## config.mk

```make
export PLATFORM = sky130hd
export DESIGN_NAME = stq_ctrl
export DESIGN_NICKNAME = d
export VERILOG_FILES = /design/src/design/stq_pkg.sv /design/src/design/stq_join.sv /design/src/design/stq_ctrl.sv
export VERILOG_INCLUDE_DIRS = /design/src /design/src/design
export SDC_FILE = /design/constraint.sdc
export NUM_CORES = 2
export LEC_CHECK = 0
export BUFFER_PORTS_ARGS = -buffer_cell sky130_fd_sc_hd__buf_2
export CORE_ASPECT_RATIO = 1.2
export CORE_MARGIN = 2
export CORE_UTILIZATION = 63
export DETAILED_ROUTE_END_ITERATION = 7
export GPL_ROUTABILITY_DRIVEN = 1
export GPL_TIMING_DRIVEN = 0
export PLACE_DENSITY_LB_ADDON = 0.12
export SYNTH_ARGS = -nofsm -noshare
export SYNTH_HDL_FRONTEND = slang
export SYNTH_SLANG_ARGS = --single-unit
```

## constraint.sdc

```tcl
create_clock -name clk -period 12.35 [get_ports clk]
set_clock_uncertainty 0.2 [all_clocks]
set_input_delay 1.235 -clock clk [delete_from_list [all_inputs] [get_ports clk]]
set_output_delay 1.235 -clock clk [all_outputs]
set_load 0.1 [all_outputs]
```

## src/design/segment_tree_range_query_core_macros.svh

```systemverilog
// Assertion macros shared by the segment tree core
`ifndef SEGMENT_TREE_RANGE_QUERY_CORE_MACROS_SVH
`define SEGMENT_TREE_RANGE_QUERY_CORE_MACROS_SVH

// same-cycle implication
`define STQ_ASSERT_SAME(label, clk, rst, ante, cons, msg) \
  label: assert property (@(posedge clk) disable iff (rst) (ante) |-> (cons)) \
    else $error(msg);

// next-cycle implication
`define STQ_ASSERT_NEXT(label, clk, rst, ante, cons, msg) \
  label: assert property (@(posedge clk) disable iff (rst) (ante) |=> (cons)) \
    else $error(msg);

`endif

```

## src/design/stq_pkg.sv

```systemverilog
// Types, constants and helpers shared by the segment tree core
`default_nettype none

package stq_pkg;

  localparam int MAX_ENTRIES = 1024;
  localparam int VALUE_W     = 32;
  localparam int LEAF_W      = $clog2(MAX_ENTRIES);
  localparam int NODE_COUNT  = 2 * MAX_ENTRIES;
  localparam int NODE_W      = LEAF_W + 1;
  localparam int ACT_W       = LEAF_W + 1;
  localparam int CFG_DATA_W  = ACT_W;
  localparam int STK_W       = 4;
  localparam int STK_DEPTH   = 2 ** STK_W;

  typedef enum logic [1:0] {
    MODE_SUM = 2'd0,
    MODE_MIN = 2'd1,
    MODE_MAX = 2'd2
  } mode_t;

  localparam logic REG_COMBINE_MODE   = 1'b0;
  localparam logic REG_ACTIVE_ENTRIES = 1'b1;

  localparam logic FUNC_UPDATE = 1'b0;
  localparam logic FUNC_QUERY  = 1'b1;

  localparam logic STATUS_OK  = 1'b0;
  localparam logic STATUS_BAD = 1'b1;

  typedef struct packed {
    logic              func;
    logic [LEAF_W-1:0] first;
    logic [LEAF_W-1:0] last;
    logic [VALUE_W-1:0] value;
  } item_t;

  typedef struct packed {
    logic               status;
    logic [VALUE_W-1:0] result;
  } resp_t;

  typedef struct packed {
    logic               we;
    logic [NODE_W-1:0]  waddr;
    logic [VALUE_W-1:0] wdata;
    logic [NODE_W-1:0]  raddr;
  } ram_req_t;

  function automatic logic [VALUE_W-1:0] mode_identity(input mode_t m);
    logic [VALUE_W-1:0] id;
    case (m)
      MODE_MIN: id = {1'b0, {(VALUE_W-1){1'b1}}};
      MODE_MAX: id = {1'b1, {(VALUE_W-1){1'b0}}};
      default:  id = '0;
    endcase
    return id;
  endfunction

endpackage

`default_nettype wire

```

## src/design/stq_join.sv

```systemverilog
// Shared combine unit: wrapping add, signed minimum or signed maximum
`default_nettype none

module stq_join import stq_pkg::*; (
  input  mode_t              mode,
  input  logic [VALUE_W-1:0] a,
  input  logic [VALUE_W-1:0] b,
  output logic [VALUE_W-1:0] y
);

  logic a_less;

  assign a_less = $signed(a) < $signed(b);

  always_comb begin
    case (mode)
      MODE_MIN: y = a_less ? a : b;
      MODE_MAX: y = a_less ? b : a;
      default:  y = a + b;
    endcase
  end

endmodule

`default_nettype wire

```

## src/design/stq_ctrl.sv

```systemverilog
// Sequencer: clearing sweep, point update walk and stack-driven range query
`default_nettype none
`include "segment_tree_range_query_core_macros.svh"

module stq_ctrl import stq_pkg::*; (
  input  logic               clk,
  input  logic               rst,
  input  mode_t              mode,
  input  logic [ACT_W-1:0]   active,
  input  logic               clear_start,
  input  logic               start,
  input  item_t              item,
  input  logic               out_free,
  input  logic [VALUE_W-1:0] rdata,
  output ram_req_t           ram_req,
  output logic               idle,
  output logic               done_fire,
  output resp_t              resp
);

  typedef enum logic [6:0] {
    S_CLEAR    = 7'b0000001,
    S_IDLE     = 7'b0000010,
    S_UPD_DOWN = 7'b0000100,
    S_UPD_SIB  = 7'b0001000,
    S_UPD_JOIN = 7'b0010000,
    S_QRY_POP  = 7'b0100000,
    S_DONE     = 7'b1000000
  } state_t;

  state_t             state, state_next;
  logic [NODE_W-1:0]  clr_cnt, clr_cnt_next;
  logic [NODE_W-1:0]  k, k_next;
  logic [LEAF_W-1:0]  s, s_next;
  logic [LEAF_W-1:0]  e, e_next;
  logic [LEAF_W-1:0]  first, first_next;
  logic [LEAF_W-1:0]  last, last_next;
  logic               func, func_next;
  logic [VALUE_W-1:0] val, val_next;
  logic [VALUE_W-1:0] acc, acc_next;
  logic               status, status_next;
  logic               rd_pend, rd_pend_next;
  logic [STK_W:0]     sp, sp_next;

  logic [NODE_W-1:0]  stk_k [STK_DEPTH];
  logic [LEAF_W-1:0]  stk_s [STK_DEPTH];
  logic [LEAF_W-1:0]  stk_e [STK_DEPTH];

  logic [STK_W-1:0]   top_idx;
  logic [NODE_W-1:0]  q_k;
  logic [LEAF_W-1:0]  q_s, q_e, q_mid, u_mid;
  logic [LEAF_W:0]    q_sum, u_sum;
  logic               q_out, q_in, q_split;
  logic [LEAF_W-1:0]  e_top;
  logic               upd_bad, qry_bad, push_root;
  logic [VALUE_W-1:0] j_a, j_y;

  stq_join u_join (
    .mode (mode),
    .a    (j_a),
    .b    (rdata),
    .y    (j_y)
  );

  assign e_top   = LEAF_W'(active - 1'b1);
  assign upd_bad = {1'b0, item.first} >= active;
  assign qry_bad = ({1'b0, item.last} >= active) || (item.first > item.last);
  assign push_root = (state == S_IDLE) && start && (item.func == FUNC_QUERY) && !qry_bad;

  // top of the query stack
  assign top_idx = STK_W'(sp - 1'b1);
  assign q_k     = stk_k[top_idx];
  assign q_s     = stk_s[top_idx];
  assign q_e     = stk_e[top_idx];
  assign q_sum   = {1'b0, q_s} + {1'b0, q_e};
  assign q_mid   = q_sum[LEAF_W:1];
  assign q_out   = (last < q_s) || (q_e < first);
  assign q_in    = (first <= q_s) && (q_e <= last);
  assign q_split = (state == S_QRY_POP) && (sp != '0) && !q_out && !q_in;

  assign u_sum = {1'b0, s} + {1'b0, e};
  assign u_mid = u_sum[LEAF_W:1];

  assign j_a = (state == S_UPD_JOIN) ? val : acc;

  assign idle      = (state == S_IDLE);
  assign done_fire = (state == S_DONE) && out_free;
  assign resp.status = status;
  assign resp.result = (status == STATUS_OK && func == FUNC_QUERY) ? acc : '0;

  always_comb begin
    ram_req.we    = 1'b0;
    ram_req.waddr = k;
    ram_req.wdata = val;
    ram_req.raddr = k;
    case (state)
      S_CLEAR: begin
        ram_req.we    = 1'b1;
        ram_req.waddr = clr_cnt;
        ram_req.wdata = mode_identity(mode);
      end
      S_UPD_DOWN: begin
        ram_req.we = (s == e);
      end
      S_UPD_SIB: begin
        ram_req.raddr = {k[NODE_W-1:1], ~k[0]};
      end
      S_UPD_JOIN: begin
        ram_req.we    = 1'b1;
        ram_req.waddr = {1'b0, k[NODE_W-1:1]};
        ram_req.wdata = j_y;
      end
      S_QRY_POP: begin
        ram_req.raddr = q_k;
      end
      default: begin
      end
    endcase
  end

  always_comb begin
    state_next   = state;
    clr_cnt_next = clr_cnt;
    k_next       = k;
    s_next       = s;
    e_next       = e;
    first_next   = first;
    last_next    = last;
    func_next    = func;
    val_next     = val;
    acc_next     = acc;
    status_next  = status;
    rd_pend_next = 1'b0;
    sp_next      = sp;
    case (state)
      S_CLEAR: begin
        clr_cnt_next = clr_cnt + 1'b1;
        if (clr_cnt == NODE_W'(NODE_COUNT - 1)) begin
          state_next = S_IDLE;
        end
      end
      S_IDLE: begin
        if (start) begin
          first_next  = item.first;
          last_next   = item.last;
          func_next   = item.func;
          val_next    = item.value;
          acc_next    = mode_identity(mode);
          k_next      = NODE_W'(1);
          s_next      = '0;
          e_next      = e_top;
          status_next = STATUS_OK;
          if (item.func == FUNC_UPDATE) begin
            if (upd_bad) begin
              status_next = STATUS_BAD;
              state_next  = S_DONE;
            end else begin
              state_next = S_UPD_DOWN;
            end
          end else begin
            if (qry_bad) begin
              status_next = STATUS_BAD;
              state_next  = S_DONE;
            end else begin
              sp_next    = (STK_W+1)'(1);
              state_next = S_QRY_POP;
            end
          end
        end
      end
      S_UPD_DOWN: begin
        if (s == e) begin
          state_next = (k == NODE_W'(1)) ? S_DONE : S_UPD_SIB;
        end else if (first <= u_mid) begin
          k_next = {k[NODE_W-2:0], 1'b0};
          e_next = u_mid;
        end else begin
          k_next = {k[NODE_W-2:0], 1'b1};
          s_next = u_mid + 1'b1;
        end
      end
      S_UPD_SIB: begin
        state_next = S_UPD_JOIN;
      end
      S_UPD_JOIN: begin
        val_next   = j_y;
        k_next     = {1'b0, k[NODE_W-1:1]};
        state_next = (k[NODE_W-1:1] == (NODE_W-1)'(1)) ? S_DONE : S_UPD_SIB;
      end
      S_QRY_POP: begin
        if (rd_pend) begin
          acc_next = j_y;
        end
        if (sp == '0) begin
          state_next = S_DONE;
        end else if (q_out) begin
          sp_next = sp - 1'b1;
        end else if (q_in) begin
          sp_next      = sp - 1'b1;
          rd_pend_next = 1'b1;
        end else begin
          sp_next = sp + 1'b1;
        end
      end
      S_DONE: begin
        if (out_free) begin
          state_next = S_IDLE;
        end
      end
      default: begin
        state_next = S_IDLE;
      end
    endcase
    if (clear_start) begin
      state_next   = S_CLEAR;
      clr_cnt_next = '0;
    end
  end

  always_ff @(posedge clk) begin
    if (rst) begin
      state   <= S_CLEAR;
      clr_cnt <= '0;
      sp      <= '0;
      rd_pend <= 1'b0;
    end else begin
      state   <= state_next;
      clr_cnt <= clr_cnt_next;
      sp      <= sp_next;
      rd_pend <= rd_pend_next;
    end
  end

  always_ff @(posedge clk) begin
    k      <= k_next;
    s      <= s_next;
    e      <= e_next;
    first  <= first_next;
    last   <= last_next;
    func   <= func_next;
    val    <= val_next;
    acc    <= acc_next;
    status <= status_next;
  end

  // partial node: right child replaces the top, left child goes above it
  always_ff @(posedge clk) begin
    if (push_root) begin
      stk_k[0] <= NODE_W'(1);
      stk_s[0] <= '0;
      stk_e[0] <= e_top;
    end else if (q_split) begin
      stk_k[top_idx]          <= {q_k[NODE_W-2:0], 1'b1};
      stk_s[top_idx]          <= q_mid + 1'b1;
      stk_e[top_idx]          <= q_e;
      stk_k[sp[STK_W-1:0]]    <= {q_k[NODE_W-2:0], 1'b0};
      stk_s[sp[STK_W-1:0]]    <= q_s;
      stk_e[sp[STK_W-1:0]]    <= q_mid;
    end
  end

  `STQ_ASSERT_SAME(a_stack_room, clk, rst, state == S_QRY_POP, sp < (STK_W+1)'(STK_DEPTH), "query stack overflow")
  `STQ_ASSERT_SAME(a_sib_below_root, clk, rst, state == S_UPD_SIB, k > NODE_W'(1), "update ascent passed the root")
  `STQ_ASSERT_NEXT(a_query_ends, clk, rst, state == S_QRY_POP && sp == '0 && !clear_start, state == S_DONE, "query walk did not finish")
  `STQ_ASSERT_SAME(a_bad_is_zero, clk, rst, done_fire && resp.status == STATUS_BAD, resp.result == '0, "error word carries a value")

endmodule

`default_nettype wire

```

-- Word-level counts from Yosys, hierarchy flattened
Memories as Yosys holds them, arrays and structs flattened.
Index checks and enable logic that the tools add are counted.
- bits in registers: 141
- bits in writable memories: 496
- bits of input ports: 103
- logic and storage cells: 158
- memories: 3
- memories (name ; words ; bits a word ; rd ports ; clocked after Yosys merged registers in ; write ports ; RTL line ; text):
    stk_k ; 16 ; 11 ; 1 ; 0 ; 2 ; stq_ctrl.sv:45 ; logic [NODE_W-1:0] stk_k [STK_DEPTH];
    stk_e ; 16 ; 10 ; 1 ; 0 ; 2 ; stq_ctrl.sv:47 ; logic [LEAF_W-1:0] stk_e [STK_DEPTH];
    stk_s ; 16 ; 10 ; 1 ; 0 ; 2 ; stq_ctrl.sv:46 ; logic [LEAF_W-1:0] stk_s [STK_DEPTH];
- $add $sub $neg: 9
- order comparisons: 9
- equality and inequality tests: 25
- multiplexer cells: 62
- bitwise gates (word level): 3
- reduce and logical (&&, ||, !) cells: 34
- operators with widths (kind ; count):
    $pmux W32 S2 ; 4
    $mux W32 ; 7
    $pmux W43 S2 ; 1
    $mux W10 ; 8
    $mux W7 ; 10
    $pmux W7 S7 ; 1
    $pmux W10 S2 ; 2
    $mux W11 ; 3
    $pmux W11 S3 ; 1
    $add A32 B32 Y32 ; 1
    $lt A32 B32 Y1 ; 1
    $le A10 B10 Y1 ; 3
    $mux W5 ; 6
    $add A10 B10 Y11 ; 2
    $ge A10 B11 Y1 ; 2
    $ne A2 B2 Y1 const B ; 11
    $pmux W11 S2 ; 1
    $add A10 B1 Y10 const B ; 2
    $lt A10 B10 Y1 ; 2
    $reduce_or A10 Y1 ; 2
    $mux W1 ; 13
    $mux W4 ; 3
    $add A11 B1 Y11 const B ; 1
    $eq A11 B1 Y1 const B ; 1
    other kinds (34) ; 54

-- Logic depth before layout (Yosys ltp)
An unclocked memory read counts as a cell.
- depth after elaboration: 12
- mapped depth: 30

-- Modules after synthesis
Synthesis repeated with hierarchy kept, for this count alone.
- cells, all modules: 3451
- area, all modules: 37946.4 um^2
- modules (own cells, without submodules) (module ; times used ; cells an instance ; area each (um^2) ; seq. area each (um^2)):
    stq_ctrl ; 1 ; 2946 ; 34406.7 ; 18728.0
    stq_join ; 1 ; 505 ; 3539.6 ; 0.0

-- Least setup slack after synthesis
No wires, ideal clock.
- path type: reg-to-reg
- start: register sp[0]
- end: memory stk_e[12][0] in the netlist's numbering, enable pin
- library setup time: 0.427 ns
- arrival time: 8.389 ns
- path slack: 3.334 ns
- cell stages (with the launch flop): 30
- period minus slack after synthesis: 9.016 ns
- cells stage by stage: dfxtp_1 > buf_6 > buf_2 > buf_2 > buf_2 > buf_2 > buf_2 > inv_1 > ha_1 > buf_2 > buf_1 > clkbuf_1 > clkbuf_1 > mux4_2 > mux4_2 > inv_1 > buf_1 > ha_1 > a211oi_1 > o21ai_0 > a21oi_1 > a311oi_2 > o221ai_2 > nor2_2 > nand2_1 > buf_2 > buf_2 > buf_2 > buf_1 > a21oi_1
- RTL lines (element ; RTL line ; text):
    start: declaration ; stq_ctrl.sv:43 ; logic [STK_W:0] sp, sp_next;
    start signal: assignment ; stq_ctrl.sv:229 ; sp <= sp_next;
    end: declaration ; stq_ctrl.sv:47 ;

==> results by group <==
Place
  – Detailed-placement wirelength estimate: around 99 mm
  – Port-buffer cells: ~190
  – Placed cell areas: 40300 um2
  – Weighted congestion at the end of routability-driven global placement: about 1.0
  – Minimum setup slack after placement: 0.176 ns

Die
  – Starting utilization of the core area: roughly 63%
  – Area of the die: between 60000 and 70000 um2
  – Number of top-level pins: about 190
  – Row Count: between 90 and 100
  – Total core area: 59500 um2
  – Die outline width: between 200 and 250 um
  – Die Ht: 272 um

STA
  – Setup repair after global routing missed its margin: no
  – Post-route setup slack: 0.287 ns
  – Pins Over Slew Limit: 11
  – Worst-case headroom to the max-slew limit: -7.75%
  – Setup violators final: 0
  – Worst Max-Slew Pin Slew: 1.61 ns
  – Achievable clock frequency: ~83 MHz
  – Number of failing hold endpoints at the final stage: 0
  – Final worst path period share: a little over nine tenths
  – Hold slack final: approximately 0.28 ns
  – Period minus WS final: ~12 ns

Cells and area
  – Synthesis-to-layout area growth: 12.7%
  – FF/Latch Area: roughly 19000 um2
  – Total non-filler cell area in the finished layout: about 43000 um2
  – Combined area of the multi-input logic cells: roughly 18000 um2
  – Ratio of cells with drive above 1 in the final layout: between 10% and 20%
  – # fillers: 4233
  – Utilization after layout: between 70% and 80%
  – NumNets Final: between 4000 and 5000

Pwr
  – Max IR drop VDD: approximately 160 uV
  – Sw Share: approximately a quarter
  – Proportion of power drawn by combinational gates: roughly 6.4%
  – Internal Power: about 3.6 mW
  – Reg power frac: about half
  – P_sw: approximately 1.1 mW
  – LEAKAGE: ~16 nW
  – Clk pwr share: about 44%
  – Final total power: roughly 4.7 mW
  – Power per unit of standard cell area: 112 nW/um2

Flow run
  – Max Cap Viol: 1

Yosys
  – Post-Syn Area: between 30000 and 40000 um2
  – Syn avg cell area: 10.7 um2
  – Post-synthesis sequential area ratio: 49.6%
  – FFs w/ async S/R, synth: 0%
  – Number of enable-type register cells in the synthesized netlist: 597
  – Main synth FF type: sky130_fd_sc_hd__edfxtp_1
  – Synthesis-stage register bit count: 637
  – Post-synth cell types: 84
  – Count of warnings emitted by yosys: 0
  – Instance count of the mapped netlist: 3510
  – Net Count, Synth: 3789

GRT
  – Number of global-route vias before repair: between 30000 and 40000
  – Maximum number of pins on one net before global-route repair: 33
  – Initial antenna violation count: 9
  – Total global-route track usage: a little over two fifths
  – Grt total ovfl: 0
  – Global-route wire length before repair: around 200 mm

Clock network
  – Maximum buffer depth of the clock tree: 3
  – Buffer cell driving the clock tree root: sky130_fd_sc_hd__clkbuf_16
  – TritonCTS clock tree: done
  – Clock H-tree levels: 3
  – Clock slew at reported path FFs: roughly 0.070 ns
  – Cts bufs inserted: 67
  – Clock sinks: ~640
  – Clock latency on the worst-skew pair: about 0.63 ns

Worst setup path
  – Worst R2R Path Depth: 29
  – Cell with the largest stage delay on the worst path: sky130_fd_sc_hd__buf_1
  – Crit-path max cell delay: 0.69 ns
  – Critical path launch point type: flip-flop
  – Data arrival time of the critical path: around 12 ns
  – Crit Reg-Reg Startpoint: sp[0]$_SDFFE_PP0P_
  – Critical Path Most Common Cell: sky130_fd_sc_hd__buf_2
  – Critical path class: flip-flop to flip-flop
  – CP Launch Point: sp[0]$_SDFFE_PP0P_
  – Maximum fanout encountered on the critical timing path: 18
  – Worst setup slack for register-to-register paths: approximately 0.29 ns
  – Endpoint type of the worst setup path: flip-flop
  – CP required: between 10 and 15 ns
  – Critical path endpoint: stk_k[12][7]$_DFFE_PP_
  – Crit Reg-Reg Endpoint: stk_k[12][7]$_DFFE_PP_

Drt
  – DRC violations left: 0
  – Total Routed Length: ~140 mm
  – Vias per cell: about 6.9
  – Post-route ant nets: 0
  – Number of DRC markers after the initial detailed-route iteration: about 4700
  – Detailed-routing iteration count for the pre-antenna-repair pass: 6
  – Vias after detailed routing: roughly 32000
  – Avg WL per Cell: between 20 and 30 um

Min path
  – Classification of the worst-slack hold path: flip-flop to flip-flop

Outcome
  – Violations in the final reports: capacitance limit, slew limit
  – Outcome: finished with violations
[area by class of cell]
cell class,count,share of cell area [%]
buffer,255,2.56
inverter,148,1.31
clock buffer,93,4.36
antenna,2,0.0118
clock inverter,28,0.838
timing repair buffer,210,3.22
multi-input combinational,2470,41.3
sequential,637,44.0
tap,800,2.35
[metal layers]
| layer | GRT usage (%) | vias up | routed length (um) |
|---|---|---|---|
| met5 | 0 | - | 51 |
| met4 | 31.0 | 8 | 11100 |
| met3 | 12.7 | 657 | 17100 |
| met2 | 69.5 | 2612 | 62600 |
| met1 | 51.1 | 15300 | 44200 |
| li1 | - | 13500 | - |
[Yosys cell counts, types with 9 or more instances]
| library cell | n | share of area (%) |
|---|---|---|
| sky130_fd_sc_hd__xnor2_1 | 43 | 1.0 |
| sky130_fd_sc_hd__nor2_1 | 446 | 4.4 |
| sky130_fd_sc_hd__a31oi_1 | 33 | 0.55 |
| sky130_fd_sc_hd__and2_1 | 53 | 0.88 |
| sky130_fd_sc_hd__xor2_1 | 25 | 0.58 |
| sky130_fd_sc_hd__nor2b_1 | 26 | 0.43 |
| sky130_fd_sc_hd__o21bai_1 | 11 | 0.22 |
| sky130_fd_sc_hd__nand4b_1 | 9 | 0.21 |
| sky130_fd_sc_hd__a211oi_1 | 100 | 2.0 |
| sky130_fd_sc_hd__a211oi_2 | 30 | 0.99 |
| sky130_fd_sc_hd__nor4_1 | 16 | 0.27 |
| sky130_fd_sc_hd__a221o_1 | 10 | 0.27 |
| sky130_fd_sc_hd__a221oi_1 | 12 | 0.28 |
| sky130_fd_sc_hd__edfxtp_1 | 597 | 48 |
| sky130_fd_sc_hd__mux4_2 | 152 | 9.1 |
| sky130_fd_sc_hd__a21o_1 | 37 | 0.74 |
| sky130_fd_sc_hd__and3_1 | 17 | 0.28 |
| sky130_fd_sc_hd__o21ai_1 | 53 | 0.70 |
| sky130_fd_sc_hd__buf_2 | 56 | 0.74 |
| sky130_fd_sc_hd__a22o_1 | 12 | 0.28 |
| sky130_fd_sc_hd__buf_1 | 27 | 0.27 |
| sky130_fd_sc_hd__a21oi_1 | 187 | 2.5 |
| sky130_fd_sc_hd__nor2_2 | 11 | 0.18 |
| sky130_fd_sc_hd__nand2b_1 | 9 | 0.15 |
| sky130_fd_sc_hd__nand4_1 | 24 | 0.40 |
| sky130_fd_sc_hd__clkbuf_1 | 162 | 1.6 |
| sky130_fd_sc_hd__a22oi_1 | 11 | 0.22 |
| sky130_fd_sc_hd__mux2_2 | 23 | 0.69 |
| sky130_fd_sc_hd__mux2i_1 | 23 | 0.61 |
| sky130_fd_sc_hd__or3_1 | 12 | 0.20 |
| sky130_fd_sc_hd__nor3_1 | 29 | 0.38 |
| sky130_fd_sc_hd__dfxtp_1 | 40 | 2.1 |
| sky130_fd_sc_hd__o21a_1 | 9 | 0.18 |
| sky130_fd_sc_hd__ha_1 | 173 | 5.7 |
| sky130_fd_sc_hd__nand3_1 | 66 | 0.88 |
| sky130_fd_sc_hd__a211o_1 | 18 | 0.42 |
| sky130_fd_sc_hd__o21ai_0 | 225 | 3.0 |
| sky130_fd_sc_hd__inv_1 | 148 | 1.5 |
| sky130_fd_sc_hd__nand2_1 | 458 | 4.6 |
[per-stage QoR]
step,cells,TNS [ns]
final,4643,0
after CTS,4640,0
after global routing,4643,0
after floorplan,3510,0
after global placement,4502,-718.90
after detailed placement,4519,0
[critical path, delay by kind of cell, from the launching register on]
family	cells	cell delay, ns
buf+inv	18	7.28
compound gates	4	1.36
mux	2	1.04
fa+ha+maj	2	0.97
simple gates	3	0.49
flops	1	0.38
[flip-flops by register name (all words and copies together) (netlist names), 7 cells and up]
signal,flops
first,10
acc,32
state,7
stk_k,176
val,32
e,10
clr_cnt,11
s,10
k,11
last,10
stk_s,160
stk_e,160
[how the worst min path moves through the flow]
stage	startpoint	end	slack, ns	cells after the start
finish	stk_k[8][0]$_SDFFE_PP0N_	stk_k[8][0]$_SDFFE_PP0N_	0.28	2
global route	stk_k[8][0]$_SDFFE_PP0N_	stk_k[8][0]$_SDFFE_PP0N_	0.31	2
CTS	stk_k[1][0]$_SDFFE_PP0N_	stk_k[1][0]$_SDFFE_PP0N_	0.28	2
detailed placement	stk_k[9][0]$_SDFFE_PP0N_	stk_k[9][0]$_SDFFE_PP0N_	0.25	2
global placement	stk_k[1][0]$_SDFFE_PP0N_	stk_k[1][0]$_SDFFE_PP0N_	0.25	2
floorplan	stk_k[13][0]$_SDFFE_PP0N_	stk_k[13][0]$_SDFFE_PP0N_	0.23	2
[cells by family (layout without fill, tap and decap cells)]
group,count (synthesis),count (layout),share of synthesized area (%)
XOR/XNOR,74,74,1.87
AND/OR/NAND/NOR,1222,1222,14.3
multiplexers,198,198,10.4
AO/OA/AOI/OAI,800,800,13.6
adder cells (fa/ha/maj),176,176,5.90
buffers and inverters,403,734,4.35
other,0,2,0
flip-flops,637,637,49.6
[repair_timing]
action | in CTS | in global routing
setup buffers | 0 | 0
hold buffers | 0 | 0
setup endpoints to repair | 0 | 516
resized for setup | 0 | 6
endpoints found under the hold margin | 0 | 0
[placed cells by master, fill, tap and decap left out, types with 148 or more instances in the layout]
cell type	n
sky130_fd_sc_hd__edfxtp_1	597
sky130_fd_sc_hd__a21oi_1	184
sky130_fd_sc_hd__ha_1	173
sky130_fd_sc_hd__o21ai_0	225
sky130_fd_sc_hd__buf_2	248
sky130_fd_sc_hd__nor2_1	434
sky130_fd_sc_hd__nand2_1	457
sky130_fd_sc_hd__clkbuf_1	179
sky130_fd_sc_hd__inv_1	148
sky130_fd_sc_hd__mux4_2	152
[power by group through the flow]
stage / Clock [mW] / Combinational, mW / Sequential, mW
6_report: 2.10 / 0.301 / 2.34
3_5_place_dp: 0 / 0.290 / 2.39
4_1_cts: 2.09 / 0.293 / 2.34
5_1_grt: 2.16 / 0.321 / 2.34
3_3_place_gp: 0 / 0.285 / 2.39
2_1_floorplan: 0 / 0.189 / 2.39
No activity file was read; power rests on OpenSTA's default activity.
